[src/hdl/morse_character_encoder_top_macros.svh]
// Assertion macros used by the Morse encoder RTL.
`ifndef MORSE_CHARACTER_ENCODER_TOP_MACROS_SVH
`define MORSE_CHARACTER_ENCODER_TOP_MACROS_SVH

`ifndef SYNTHESIS

// Same-cycle implication, disabled while reset is asserted.
`define MCE_ASSERT_SAME(label, clk, rst_n, ante, cons) \
    label: assert property (@(posedge clk) disable iff (!rst_n) (ante) |-> (cons)) \
        else $error("assertion failed");

// Next-cycle implication, disabled while reset is asserted.
`define MCE_ASSERT_NEXT(label, clk, rst_n, ante, cons) \
    label: assert property (@(posedge clk) disable iff (!rst_n) (ante) |=> (cons)) \
        else $error("assertion failed");

`else

`define MCE_ASSERT_SAME(label, clk, rst_n, ante, cons)
`define MCE_ASSERT_NEXT(label, clk, rst_n, ante, cons)

`endif

`endif

[src/hdl/mce_pkg.sv]
// Shared types, constants and code tables for the Morse encoder.
`timescale 1ns / 1ps

package mce_pkg;

    localparam int CHAR_W = 8;
    localparam int DOT_W  = 20;
    localparam int DUR_W  = 22;
    localparam int LEN_W  = 3;
    localparam int SYM_W  = 5;

    localparam logic [DOT_W-1:0]  DOT_RESET_US    = 20'd50000;
    localparam int                QUEUE_DEPTH_DEF = 2;

    localparam logic [CHAR_W-1:0] CHAR_SPACE   = 8'h20;
    localparam logic [CHAR_W-1:0] CHAR_UPPER_A = 8'h41;
    localparam logic [CHAR_W-1:0] CHAR_UPPER_Z = 8'h5A;
    localparam logic [CHAR_W-1:0] CHAR_DIGIT_0 = 8'h30;
    localparam logic [CHAR_W-1:0] CHAR_DIGIT_9 = 8'h39;

    // What the sequencer does with a character.
    typedef enum logic [1:0] {
        KIND_OTHER,
        KIND_SPACE,
        KIND_SYMBOL
    } kind_t;

    // Element pattern: sym holds dashes as ones, first element at the MSB.
    typedef struct packed {
        logic [LEN_W-1:0] len;
        logic [SYM_W-1:0] sym;
    } pattern_t;

    // Classified character as it travels through the queue.
    typedef struct packed {
        kind_t            kind;
        logic [LEN_W-1:0] len;
        logic [SYM_W-1:0] sym;
    } desc_t;

    // Queue status seen by the front and back parts.
    typedef struct packed {
        logic empty;
        logic full;
    } q_stat_t;

    // Sequencer states.
    typedef enum logic [1:0] {
        ST_IDLE,
        ST_MARK,
        ST_GAP,
        ST_TAIL
    } state_t;

    // Event length in dot units.
    typedef enum logic [1:0] {
        UNITS_1,
        UNITS_3,
        UNITS_4
    } units_t;

    // Left-align a raw pattern so that the first element sits at the MSB.
    function automatic pattern_t align_pattern(logic [LEN_W-1:0] len, logic [SYM_W-1:0] raw);
        pattern_t p;
        p.len = len;
        p.sym = raw << (LEN_W'(SYM_W) - len);
        return p;
    endfunction

    // Letters A through Z, indexed from A.
    function automatic pattern_t letter_pattern(logic [4:0] idx);
        pattern_t p;
        unique case (idx)
            5'd0:    p = align_pattern(3'd2, 5'h01);
            5'd1:    p = align_pattern(3'd4, 5'h08);
            5'd2:    p = align_pattern(3'd4, 5'h0A);
            5'd3:    p = align_pattern(3'd3, 5'h04);
            5'd4:    p = align_pattern(3'd1, 5'h00);
            5'd5:    p = align_pattern(3'd4, 5'h02);
            5'd6:    p = align_pattern(3'd3, 5'h06);
            5'd7:    p = align_pattern(3'd4, 5'h00);
            5'd8:    p = align_pattern(3'd2, 5'h00);
            5'd9:    p = align_pattern(3'd4, 5'h07);
            5'd10:   p = align_pattern(3'd3, 5'h05);
            5'd11:   p = align_pattern(3'd4, 5'h04);
            5'd12:   p = align_pattern(3'd2, 5'h03);
            5'd13:   p = align_pattern(3'd2, 5'h02);
            5'd14:   p = align_pattern(3'd3, 5'h07);
            5'd15:   p = align_pattern(3'd4, 5'h06);
            5'd16:   p = align_pattern(3'd4, 5'h0D);
            5'd17:   p = align_pattern(3'd3, 5'h02);
            5'd18:   p = align_pattern(3'd3, 5'h00);
            5'd19:   p = align_pattern(3'd1, 5'h01);
            5'd20:   p = align_pattern(3'd3, 5'h01);
            5'd21:   p = align_pattern(3'd4, 5'h01);
            5'd22:   p = align_pattern(3'd3, 5'h03);
            5'd23:   p = align_pattern(3'd4, 5'h09);
            5'd24:   p = align_pattern(3'd4, 5'h0B);
            5'd25:   p = align_pattern(3'd4, 5'h0C);
            default: p = align_pattern(3'd1, 5'h00);
        endcase
        return p;
    endfunction

    // Digits 0 through 9; all have five elements.
    function automatic pattern_t digit_pattern(logic [3:0] idx);
        pattern_t p;
        p.len = 3'd5;
        unique case (idx)
            4'd0:    p.sym = 5'h1F;
            4'd1:    p.sym = 5'h0F;
            4'd2:    p.sym = 5'h07;
            4'd3:    p.sym = 5'h03;
            4'd4:    p.sym = 5'h01;
            4'd5:    p.sym = 5'h00;
            4'd6:    p.sym = 5'h10;
            4'd7:    p.sym = 5'h18;
            4'd8:    p.sym = 5'h1C;
            4'd9:    p.sym = 5'h1E;
            default: p.sym = 5'h00;
        endcase
        return p;
    endfunction

endpackage

[src/hdl/mce_front.sv]
// Front part: accepts characters and classifies them into queue entries.
`timescale 1ns / 1ps

module mce_front
(
    input  logic                        push,
    input  logic [mce_pkg::CHAR_W-1:0]  char_code,
    output logic                        full,
    input  mce_pkg::q_stat_t            q_stat,
    output logic                        q_wr,
    output mce_pkg::desc_t              q_desc
);
    import mce_pkg::*;

    logic [CHAR_W-1:0] letter_off;
    logic [CHAR_W-1:0] digit_off;
    pattern_t          letter_pat;
    pattern_t          digit_pat;

    // The input side is full exactly when the queue is.
    assign full = q_stat.full;
    assign q_wr = push && !q_stat.full;

    // Table lookups, indexed from the first code of each range.
    assign letter_off = char_code - CHAR_UPPER_A;
    assign digit_off  = char_code - CHAR_DIGIT_0;
    assign letter_pat = letter_pattern(letter_off[4:0]);
    assign digit_pat  = digit_pattern(digit_off[3:0]);

    // Classify the character.
    always_comb
    begin
        q_desc.kind = KIND_OTHER;
        q_desc.len  = letter_pat.len;
        q_desc.sym  = letter_pat.sym;
        if (char_code == CHAR_SPACE)
        begin
            q_desc.kind = KIND_SPACE;
        end
        else if (char_code >= CHAR_UPPER_A && char_code <= CHAR_UPPER_Z)
        begin
            q_desc.kind = KIND_SYMBOL;
        end
        else if (char_code >= CHAR_DIGIT_0 && char_code <= CHAR_DIGIT_9)
        begin
            q_desc.kind = KIND_SYMBOL;
            q_desc.len  = digit_pat.len;
            q_desc.sym  = digit_pat.sym;
        end
    end

endmodule

[src/hdl/mce_queue.sv]
// Short queue of classified characters between the front and back parts.
`timescale 1ns / 1ps

module mce_queue
#(
    parameter int DEPTH = mce_pkg::QUEUE_DEPTH_DEF
)
(
    input  logic             clk,
    input  logic             rst_n,
    input  logic             wr,
    input  mce_pkg::desc_t   wr_desc,
    input  logic             rd,
    output mce_pkg::desc_t   rd_desc,
    output mce_pkg::q_stat_t stat
);
    import mce_pkg::*;

    localparam int PTR_W = (DEPTH > 1) ? $clog2(DEPTH) : 1;
    localparam int CNT_W = $clog2(DEPTH + 1);

    desc_t             entry_reg [DEPTH];
    logic [PTR_W-1:0]  wr_ptr_reg;
    logic [PTR_W-1:0]  wr_ptr_next;
    logic [PTR_W-1:0]  rd_ptr_reg;
    logic [PTR_W-1:0]  rd_ptr_next;
    logic [CNT_W-1:0]  count_reg;
    logic [CNT_W-1:0]  count_next;
    logic              do_wr;
    logic              do_rd;

    assign stat.empty = (count_reg == CNT_W'(0));
    assign stat.full  = (count_reg == CNT_W'(DEPTH));
    assign do_wr      = wr && !stat.full;
    assign do_rd      = rd && !stat.empty;
    assign rd_desc    = entry_reg[rd_ptr_reg];

    // Pointer and occupancy update with wrap at the queue depth.
    always_comb
    begin
        wr_ptr_next = wr_ptr_reg;
        rd_ptr_next = rd_ptr_reg;
        count_next  = count_reg;
        if (do_wr)
        begin
            wr_ptr_next = (wr_ptr_reg == PTR_W'(DEPTH - 1)) ? '0 : wr_ptr_reg + 1'b1;
        end
        if (do_rd)
        begin
            rd_ptr_next = (rd_ptr_reg == PTR_W'(DEPTH - 1)) ? '0 : rd_ptr_reg + 1'b1;
        end
        if (do_wr && !do_rd)
        begin
            count_next = count_reg + 1'b1;
        end
        else if (do_rd && !do_wr)
        begin
            count_next = count_reg - 1'b1;
        end
    end

    // Control registers.
    always_ff @(posedge clk or negedge rst_n)
    begin
        if (!rst_n)
        begin
            wr_ptr_reg <= '0;
            rd_ptr_reg <= '0;
            count_reg  <= '0;
        end
        else
        begin
            wr_ptr_reg <= wr_ptr_next;
            rd_ptr_reg <= rd_ptr_next;
            count_reg  <= count_next;
        end
    end

    // Entry storage.
    always_ff @(posedge clk)
    begin
        if (do_wr)
        begin
            entry_reg[wr_ptr_reg] <= wr_desc;
        end
    end

endmodule

[src/hdl/mce_back.sv]
// Back part: steps through a character's elements and emits key events.
`timescale 1ns / 1ps
`include "morse_character_encoder_top_macros.svh"

module mce_back
(
    input  logic                        clk,
    input  logic                        rst_n,
    input  logic                        cfg_valid,
    output logic                        cfg_ready,
    input  logic [mce_pkg::DOT_W-1:0]   cfg_dot_length_us,
    input  mce_pkg::q_stat_t            q_stat,
    input  mce_pkg::desc_t              q_desc,
    output logic                        q_rd,
    output logic                        empty,
    input  logic                        pop,
    output logic                        is_mark,
    output logic [mce_pkg::DUR_W-1:0]   duration_us,
    output logic                        last_of_run
);
    import mce_pkg::*;

    state_t            state_reg;
    state_t            state_next;
    logic [DOT_W-1:0]  dot_reg;
    logic [DOT_W-1:0]  dot_next;
    logic [LEN_W-1:0]  cnt_reg;
    logic [LEN_W-1:0]  cnt_next;
    logic [SYM_W-1:0]  sym_reg;
    logic [SYM_W-1:0]  sym_next;
    logic              tail4_reg;
    logic              tail4_next;
    logic              out_valid_reg;
    logic              out_valid_next;
    logic              out_mark_reg;
    logic              out_mark_next;
    logic [DUR_W-1:0]  out_dur_reg;
    logic [DUR_W-1:0]  out_dur_next;
    logic              out_last_reg;
    logic              out_last_next;

    logic              slot_free;
    logic              emit;
    logic              ev_mark;
    units_t            ev_units;
    logic              ev_last;
    logic [DUR_W-1:0]  dur_1;
    logic [DUR_W-1:0]  dur_3;
    logic [DUR_W-1:0]  dur_4;
    logic [DUR_W-1:0]  ev_dur;

    // The dot length register takes a write in any cycle.
    assign cfg_ready = 1'b1;
    assign dot_next  = (cfg_valid && cfg_ready) ? cfg_dot_length_us : dot_reg;

    // The output slot can take a new event when empty or being drained.
    assign slot_free = !out_valid_reg || pop;

    // Sequencer: load a character, then for a symbol its marks and gaps, then the tail silence.
    always_comb
    begin
        state_next = state_reg;
        cnt_next   = cnt_reg;
        sym_next   = sym_reg;
        tail4_next = tail4_reg;
        q_rd       = 1'b0;
        emit       = 1'b0;
        ev_mark    = 1'b0;
        ev_units   = UNITS_1;
        ev_last    = 1'b0;
        unique case (state_reg)
            ST_IDLE:
            begin
                if (!q_stat.empty)
                begin
                    q_rd       = 1'b1;
                    cnt_next   = q_desc.len;
                    sym_next   = q_desc.sym;
                    tail4_next = (q_desc.kind == KIND_SPACE);
                    state_next = (q_desc.kind == KIND_SYMBOL) ? ST_MARK : ST_TAIL;
                end
            end
            ST_MARK:
            begin
                if (slot_free)
                begin
                    emit       = 1'b1;
                    ev_mark    = 1'b1;
                    ev_units   = sym_reg[SYM_W-1] ? UNITS_3 : UNITS_1;
                    sym_next   = sym_reg << 1;
                    cnt_next   = cnt_reg - 1'b1;
                    state_next = (cnt_reg == LEN_W'(1)) ? ST_TAIL : ST_GAP;
                end
            end
            ST_GAP:
            begin
                if (slot_free)
                begin
                    emit       = 1'b1;
                    state_next = ST_MARK;
                end
            end
            ST_TAIL:
            begin
                if (slot_free)
                begin
                    emit       = 1'b1;
                    ev_units   = tail4_reg ? UNITS_4 : UNITS_3;
                    ev_last    = 1'b1;
                    state_next = ST_IDLE;
                end
            end
            default:
            begin
                state_next = ST_IDLE;
            end
        endcase
    end

    // Event duration from the dot length by shift and add.
    assign dur_1 = DUR_W'(dot_reg);
    assign dur_3 = (dur_1 << 1) + dur_1;
    assign dur_4 = dur_1 << 2;

    always_comb
    begin
        unique case (ev_units)
            UNITS_1: ev_dur = dur_1;
            UNITS_3: ev_dur = dur_3;
            UNITS_4: ev_dur = dur_4;
            default: ev_dur = dur_1;
        endcase
    end

    // Output slot next values.
    always_comb
    begin
        out_valid_next = out_valid_reg;
        out_mark_next  = out_mark_reg;
        out_dur_next   = out_dur_reg;
        out_last_next  = out_last_reg;
        if (emit)
        begin
            out_valid_next = 1'b1;
            out_mark_next  = ev_mark;
            out_dur_next   = ev_dur;
            out_last_next  = ev_last;
        end
        else if (pop)
        begin
            out_valid_next = 1'b0;
        end
    end

    // Control registers.
    always_ff @(posedge clk or negedge rst_n)
    begin
        if (!rst_n)
        begin
            state_reg     <= ST_IDLE;
            dot_reg       <= DOT_RESET_US;
            out_valid_reg <= 1'b0;
        end
        else
        begin
            state_reg     <= state_next;
            dot_reg       <= dot_next;
            out_valid_reg <= out_valid_next;
        end
    end

    // Working and payload registers.
    always_ff @(posedge clk)
    begin
        cnt_reg      <= cnt_next;
        sym_reg      <= sym_next;
        tail4_reg    <= tail4_next;
        out_mark_reg <= out_mark_next;
        out_dur_reg  <= out_dur_next;
        out_last_reg <= out_last_next;
    end

    assign empty       = !out_valid_reg;
    assign is_mark     = out_mark_reg;
    assign duration_us = out_dur_reg;
    assign last_of_run = out_last_reg;

    // A queue entry is taken only by an idle sequencer, and only if one is there.
    `MCE_ASSERT_SAME(a_rd_when_idle, clk, rst_n, q_rd, state_reg == ST_IDLE && !q_stat.empty)
    // A mark or a gap always has at least one element left to send.
    `MCE_ASSERT_SAME(a_mark_has_elem, clk, rst_n, state_reg == ST_MARK, cnt_reg != '0)
    `MCE_ASSERT_SAME(a_gap_has_elem, clk, rst_n, state_reg == ST_GAP, cnt_reg != '0)
    // The tail silence ends the run and leaves a last event waiting.
    `MCE_ASSERT_NEXT(a_tail_last, clk, rst_n, emit && state_reg == ST_TAIL,
                     out_valid_reg && out_last_reg && state_reg == ST_IDLE)

endmodule

[src/hdl/morse_character_encoder_top.sv]
// Morse encoder top level: front classifier, character queue and event sequencer.
//
// Input channel: a character is transferred on push while full is low. It is
// classified at once and held in a short queue (QUEUE_DEPTH entries).
// Result channel: key events wait on is_mark, duration_us and last_of_run while
// empty is low; pop transfers the oldest one. last_of_run marks the end of a
// character's events.
// Configuration: cfg_dot_length_us is written when cfg_valid is high; cfg_ready
// is always high. Write it only while no character is in flight.
// Path: a character passes the queue and the sequencer into the output register.
// Throughput: the sequencer has a load step for each character and then emits
// its events (1 to 10 per character), one event per cycle while the output slot
// is free; it loads the next character only after the last event of this one.
// Stall: one event is held in the output register; while pop stays low the
// sequencer waits, the queue fills, and full rises.
// Reset: rst_n clears the queue and output slot and sets the dot length to
// 50000 us.
`timescale 1ns / 1ps

module morse_character_encoder_top
#(
    parameter int QUEUE_DEPTH = mce_pkg::QUEUE_DEPTH_DEF
)
(
    input  logic                        clk,
    input  logic                        rst_n,
    input  logic                        push,
    output logic                        full,
    input  logic [mce_pkg::CHAR_W-1:0]  char_code,
    output logic                        empty,
    input  logic                        pop,
    output logic                        is_mark,
    output logic [mce_pkg::DUR_W-1:0]   duration_us,
    output logic                        last_of_run,
    input  logic                        cfg_valid,
    output logic                        cfg_ready,
    input  logic [mce_pkg::DOT_W-1:0]   cfg_dot_length_us
);
    import mce_pkg::*;

    q_stat_t q_stat;
    desc_t   wr_desc;
    desc_t   rd_desc;
    logic    q_wr;
    logic    q_rd;

    // Front part.
    mce_front u_front
    (
        .push      (push),
        .char_code (char_code),
        .full      (full),
        .q_stat    (q_stat),
        .q_wr      (q_wr),
        .q_desc    (wr_desc)
    );

    // Queue between the two parts.
    mce_queue #(.DEPTH(QUEUE_DEPTH)) u_queue
    (
        .clk     (clk),
        .rst_n   (rst_n),
        .wr      (q_wr),
        .wr_desc (wr_desc),
        .rd      (q_rd),
        .rd_desc (rd_desc),
        .stat    (q_stat)
    );

    // Back part.
    mce_back u_back
    (
        .clk               (clk),
        .rst_n             (rst_n),
        .cfg_valid         (cfg_valid),
        .cfg_ready         (cfg_ready),
        .cfg_dot_length_us (cfg_dot_length_us),
        .q_stat            (q_stat),
        .q_desc            (rd_desc),
        .q_rd              (q_rd),
        .empty             (empty),
        .pop               (pop),
        .is_mark           (is_mark),
        .duration_us       (duration_us),
        .last_of_run       (last_of_run)
    );

endmodule

[config.mk]
export PLATFORM = sky130hd
export DESIGN_NAME = morse_character_encoder_top
export DESIGN_NICKNAME = d
export VERILOG_FILES = /design/src/hdl/mce_pkg.sv /design/src/hdl/mce_front.sv /design/src/hdl/mce_queue.sv /design/src/hdl/mce_back.sv /design/src/hdl/morse_character_encoder_top.sv
export VERILOG_INCLUDE_DIRS = /design/src /design/src/hdl
export SDC_FILE = /design/constraint.sdc
export NUM_CORES = 1
export LEC_CHECK = 0
export BUFFER_PORTS_ARGS = -buffer_cell sky130_fd_sc_hd__buf_4
export CAP_MARGIN = 20
export CORE_AREA = 2 2 96 98
export DETAILED_ROUTE_END_ITERATION = 12
export DIE_AREA = 0 0 98 100
export PLACE_DENSITY = 0.85
export SYNTH_ARGS = -nofsm -noshare
export SYNTH_HDL_FRONTEND = slang
export SYNTH_SLANG_ARGS = --single-unit
[constraint.sdc]
create_clock -name clk -period 4.05 [get_ports clk]
set_input_delay 0.405 -clock clk [delete_from_list [all_inputs] [get_ports clk]]
set_output_delay 0.405 -clock clk [all_outputs]
set_load 0.1 [all_outputs]
After elaboration in Yosys (flattened, before gate mapping)
Memories as Yosys holds them, arrays and structs flattened.
Cells that the tools add are included.
{"block": "totals", "ram_bits": 20, "mem_count": 3, "word_cells": 100, "rom_bits": 304, "reg_bits": 60}
{"block": "classes", "muxes": 36, "n_bitwise": 1, "order_cmp": 4, "n_eq_ne": 14, "addsub": 8, "reduce_logical": 22}
{"name": "(no name shown)", "words": 32, "width": 7, "rd": 1, "rd_clocked_by_memory_dff": 0, "write_ports": 0, "line": "mce_pkg.sv:73", "source": "unique case (idx)"}
{"name": "(no name shown)", "words": 16, "width": 5, "rd": 1, "rd_clocked_by_memory_dff": 0, "write_ports": 0, "line": "mce_pkg.sv:109", "source": "unique case (idx)"}
{"name": "u_queue.entry_reg", "words": 2, "width": 10, "rd": 1, "rd_clocked_by_memory_dff": 0, "write_ports": 1, "line": "mce_queue.sv:22", "source": "desc_t entry_reg [DEPTH];"}
{"operator": "22-bit one-hot mux with 2 select lines", "n": 1}
{"operator": "2-bit two-way mux", "n": 12}
{"operator": "21-bit by 20-bit adder with 22-bit output", "n": 1}
{"operator": "8-bit two-way mux", "n": 2}
{"operator": "1-bit two-way mux", "n": 12}
{"operator": "2-bit == test, second input constant", "n": 5}
{"operator": "10-bit two-way mux", "n": 1}
{"operator": "5-bit two-way mux", "n": 2}
{"operator": "5-bit one-hot mux with 2 select lines", "n": 1}
{"operator": "8-bit by 6-bit == test with 1-bit output, second input constant", "n": 1}
{"operator": "8-bit by 6-bit greater-or-equal comparator with 1-bit output, second input constant", "n": 1}
{"operator": "8-bit by 7-bit greater-or-equal comparator with 1-bit output, second input constant", "n": 1}
{"operator": "8-bit by 6-bit less-or-equal comparator with 1-bit output, second input constant", "n": 1}
{"operator": "8-bit by 7-bit less-or-equal comparator with 1-bit output, second input constant", "n": 1}
{"operator": "2-bit one-hot mux with 4 select lines", "n": 1}
{"operator": "1-bit logical AND", "n": 7}
{"operator": "2-bit by 1-bit == test with 1-bit output, second input constant", "n": 3}
{"operator": "3-bit two-way mux", "n": 2}
{"operator": "2-bit by 1-bit inequality test with 1-bit output, second input constant", "n": 3}
{"operator": "3-bit one-hot mux with 2 select lines", "n": 1}
{"operator": "2-bit nonzero test", "n": 3}
{"operator": "1-bit logical NOT", "n": 5}
{"operator": "5-bit by 1-bit subtractor with 5-bit output, second input constant", "n": 1}
{"operator": "2-bit logical NOT", "n": 2}
{"operator": "other kinds (14)", "n": 15}

Depth between registers and ports, before layout
{"block": "depth", "word_depth": 8, "depth_mapped": 12, "ltp_nobuf": 11}

Cells and area by module
A second synthesis with hierarchy kept.
{"block": "hier_totals", "hier_cells": 524, "area_unflattened_um2": 5366.4}
{"mod": "mce_back", "n_inst": 1, "cells_each": 323, "area_per_inst_um2": 3384.5, "seq_area_each_um2": 1574.0}
{"mod": "mce_front", "n_inst": 1, "cells_each": 151, "area_per_inst_um2": 1062.3, "seq_area_each_um2": 0.0}
{"mod": "mce_queue", "n_inst": 1, "cells_each": 50, "area_per_inst_um2": 919.6, "seq_area_each_um2": 700.7}

Worst setup path before layout
Ideal clock, no wire load.
{"block": "synth_timing", "path_type": "reg2reg", "start": "register u_back.dot_reg[6]", "end": "register u_back.out_dur_reg[20] (netlist: u_back.duration_us[20]), data pin", "n_path_buf": 1, "required_time_ns": 3.793, "period_less_slack_ns": 2.534, "path_stages_with_launch": 9, "t_arrival_ns": 2.277, "setup_slack_ns": 1.516, "cell_sequence": "dfstp_2 > ha_1 > clkbuf_1 > a21o_1 > a211o_1 > a21oi_2 > nor4_1 > or4_1 > a32o_1"}
{"block": "synth_between", "elab_chain_cells": 2}
{"element": "start: declaration", "line": "mce_back.sv:25", "source": "logic [DOT_W-1:0] dot_reg;"}
{"element": "start signal: assignment", "line": "mce_back.sv:167", "source": "dot_reg <= dot_next;"}
{"element": "21-bit by 20-bit adder with 22-bit output", "line": "mce_back.sv:122", "source": "assign dur_3 = (dur_1 << 1) + dur_1;"}
{"element": "22-bit one-hot mux with 2 select lines", "line": "mce_back.sv:127", "source": "unique case (ev_units)"}
{"element": "named net u_back.ev_dur[20]", "line": "mce_back.sv:50", "source": "logic [DUR_W-1:0] ev_dur;"}
{"element": "end signal: assignment", "line": "mce_back.sv:179", "source": "out_dur_reg <= out_dur_next;"}
{"element": "end: declaration", "line": "mce_back.sv:37", "source": "logic [DUR_W-1:0] out_dur_reg;"}
The timed path passes the listed nets, and every way through them passes these cells.
A chain may end at the register's enable or synchronous reset.

Worst setup path after layout
{"block": "layout_timing", "start": "register u_back.state_reg[0]", "end": "register u_back.out_dur_reg[19] (netlist: u_back.duration_us[19]), data pin"}
{"block": "layout_between", "elab_chain_cells": 4}
{"element": "start: declaration", "line": "mce_back.sv:23", "source": "state_t state_reg;"}
{"element": "start signal: assignment", "line": "mce_back.sv:166", "source": "state_reg <= state_next;"}
{"element": "2-bit == test or 2-bit by 1-bit == test with 1-bit output (tied branches)", "line": "mce_back.sv:71", "source": "unique case (state_reg)"}
{"element": "2-bit one-hot mux with 2 select lines (*)", "line": "mce_back.sv:71"}
{"element": "2-bit == test or 2-bit by 1-bit == test with 1-bit output (tied branches)", "line": "mce_back.sv:127"}
{"element": "22-bit one-hot mux with 2 select lines (*)", "line": "mce_back.sv:127"}
{"element": "named net u_back.ev_dur[19]", "line": "mce_back.sv:50"}
Mark *: on every way through the listed nets, which the timed path passes. The rest lies on a longest branch.

==> results_dict.tcl <==
set metrics [dict create \
    synth_top_cell_area_share_pct 31.4 \
    vdd_drop_max_v 0.000379 \
    finalHoldViolations 0 \
    antenna_cells 0 \
    worst_slack_ps 1070 \
    ctsResizeCount 0 \
    place_congestion 0.971 \
    worst-path-buf-inv 1 \
    hold_path_class "in2reg" \
    cts_tree "built" \
    fillers 688 \
    startpoint "u_back.state_reg[0]" \
    syn_to_final_growth_pct 14.5 \
    ys_types 59 \
    synth_cells 515 \
    grt_usage_pct 22.5 \
    worstPathMaxFanout 18 \
    fmaxAchievable_mhz 335 \
    critPathKind "reg2reg" \
    die_w_um 98 \
    path_common_cell "nor2b_1" \
    rsz0062_at_grt "false" \
    clock_skew_ps 10.9 \
    worstSkewPairLatency_ps 360 \
    worstPathRequired_ps 4160 \
    synth-edff-count 53 \
    synth_top_family_by_area "compound AO/OA/AOI/OAI gates" \
    yosys.area.top_type "edfxtp_1" \
    antenna_found_initial 0 \
    dp_worst_setup_slack_ps 1090 \
    pwr_density_cell_mw_per_mm2 717 \
    dpl.hpwl_mm 7.72 \
    maxSlewHeadroom_pct 44.3 \
    vias 4083 \
    ys_seq_area_share_pct 44.9 \
    period_minus_slack_ps 2980 \
    fp.dieArea_sq_mm 0.00980 \
    p_sw_share_pct 47.9 \
    drtIter0Drc 212 \
    synth_xor_area_share_pct 4.49 \
    async_reset_ff_share_pct 33.8 \
    nNetsFinal 625 \
    hold_path_depth 3 \
    yosys.area_share.simple_pct 12.1 \
    holdBufCountCts 1 \
    max_cap_violations 0 \
    grt_pass1_vias 3853 \
    synth_ff_type "edfxtp_1" \
    io_pins 60 \
    cts_buffers 9 \
    synth_commonest_cells "edfxtp_1, nand2_1, a21oi_1" \
    worstReg2RegEnd "u_back.duration_us[19]" \
    syn-num-nets 581 \
    r2r_slack_ps 1070 \
    finalMaxSlewViolations 0 \
    cts_max_path_buffers 2 \
    grt_pass1_wl_mm 18.1 \
    synth_compound_area_share_pct 20.4 \
    use_met1_pct 28.3 \
    tightestPinTransition_ps 833 \
    p_seq_share_pct 33.6 \
    avgSynthCellArea_sq_um 9.85 \
    rows 35 \
    start_util_pct 57.0 \
    synth_mux_area_share_pct 5.13 \
    cp.arrival_ps 3090 \
    critical_path.top_delay_family "simple AND/OR/NAND/NOR gates" \
    core_sq_mm 0.00889 \
    holdPathEnd "u_back.dot_reg[2]" \
    remaining_drc_errors 0 \
    drive_gt1_share_pct 18.4 \
    p_comb_share_pct 50.9 \
    critPathSlowestCell "ha_1" \
    root_buffer "clkbuf_8" \
    p_leak_uw 0.00244 \
    synth_fa_ha_area_share_pct 8.49 \
    end_kind "flip-flop" \
    htree_num_levels 3 \
    final_area_sq_mm 0.00581 \
    path_cells "nor2b_1, buf_4, and2_1, nand2_1, o21a_1, ha_1, nor2b_1, a22oi_1, o21ai_0, or3_1" \
    grt_max_degree 29 \
    yosys-top-cells-area "edfxtp_1, dfrtp_1, ha_1" \
    wirelength_mm 10.8 \
    setup-tns-final_ps 0 \
    p_clk_share_pct 15.6 \
    die_h_um 100 \
    post-cts-setup-buffers 0 \
    netlist_area_sq_mm 0.00507 \
    setup_viol 0 \
    place_area_sq_mm 0.00555 \
    clkTransAtPathRegs_ps 90 \
    grt_use_met3_pct 4.04 \
    min_from "cfg_dot_length_us[2]" \
    cts_sinks 80 \
    yosysMostFrequentCell "edfxtp_1" \
    status "finished, final reports clean" \
    synth_warnings 0 \
    cp-start-kind "flip-flop" \
    rr_worst_depth 10 \
    postRouteAntennaNets 0 \
    p_int_uw 2170 \
    grt_overflow_total 0 \
    top_usage_layer "met2" \
    wl_per_cell_um 15.9 \
    slowest_delay_ps 610 \
    use_met2_pct 39.0 \
    io_buffers 58 \
    rr_startpoint "u_back.state_reg[0]" \
    period_share_pct 73.7 \
    synth-seq-cells 80 \
    largest_reg_flops 22 \
    viasPerCell 6.05 \
    first_pass_iters 7 \
    p_switching_uw 1990 \
]
-- metrics by stage --
stage	power [uW]	utilization (%)	hold slack (ps)	cells
final	4160	65.3	253	675
after global routing	4370	65.3	255	675
after CTS	4150	65.1	247	674
after detailed placement	3490	62.5	351	657
after global placement	3430	62.5	336	657
after floorplan	3050	-	109	515
-- per-layer routing --
metal | up-vias | wire length (um)
met3 | 20 | 748
met4 | 0 | 183
met5 | - | 0
met1 | 1903 | 4380
li1 | 1981 | -
met2 | 179 | 5450
-- worst register-to-register path, stage by stage, from the launching register on --
cell and delay, ps:
dfrtp_1 460, nor2b_1 160, buf_4 200, and2_1 190, nand2_1 60, o21a_1 120
ha_1 610, nor2b_1 310, a22oi_1 220, o21ai_0 100, or3_1 310
-- cells in the final DEF, fill, tap and decap left out, types with 3 or more instances in the layout --
master,instances
a211o_1,3
a211oi_1,5
a21o_1,8
a21oi_1,42
a221oi_1,4
a22oi_1,15
a31oi_1,5
and2_1,3
and3_1,6
buf_4,61
clkbuf_8,9
dfrtp_1,21
dfstp_2,6
edfxtp_1,53
ha_1,32
inv_1,30
mux2_2,14
mux2i_1,8
nand2_1,43
nand2b_1,11
nand3_1,9
nor2_1,35
nor2b_1,6
nor3_1,7
o211ai_1,5
o21a_1,4
o21ai_0,40
o31ai_1,4
xnor2_1,20
xor2_1,6
-- worst max-delay path by stage --
stage	endpoint	slack, ps	depth (start not counted)
floorplan	u_back.duration_us[20]	1520	8
global route	u_back.duration_us[19]	790	10
detailed placement	u_back.duration_us[19]	1090	12
finish	u_back.duration_us[19]	1070	10
CTS	u_back.duration_us[19]	1100	10
global placement	u_back.duration_us[19]	1200	11
-- power groups by stage --
stage / clock network (uW) / logic (uW) / registers (uW)
after floorplan: 0 / 905 / 2150
after global placement: 0 / 2030 / 1400
after detailed placement: 0 / 2080 / 1410
after CTS: 656 / 2100 / 1400
after global routing: 688 / 2250 / 1430
final: 648 / 2120 / 1400
-- logic make-up (layout without fill, tap and decap cells) --
kind of cell,Yosys count,count (layout)
compound gates,160,160
simple gates,131,131
flops,80,80
buf+inv,60,109
fa+ha+maj,34,34
xor+xnor,26,26
mux,23,23
other cells,1,1
-- final cells by class --
type / count / area [sq um] / area share, %
clock buffers: 10 / 149 / 2.56
well taps: 111 / 139 / 2.39
clock inverters: 6 / 77.6 / 1.34
repair buffers: 63 / 483 / 8.32
multi-input cells: 375 / 2570 / 44.3
flip-flops and latches: 80 / 2270 / 39.2
inverters: 30 / 113 / 1.94
Power figures use the tool's default switching activity.
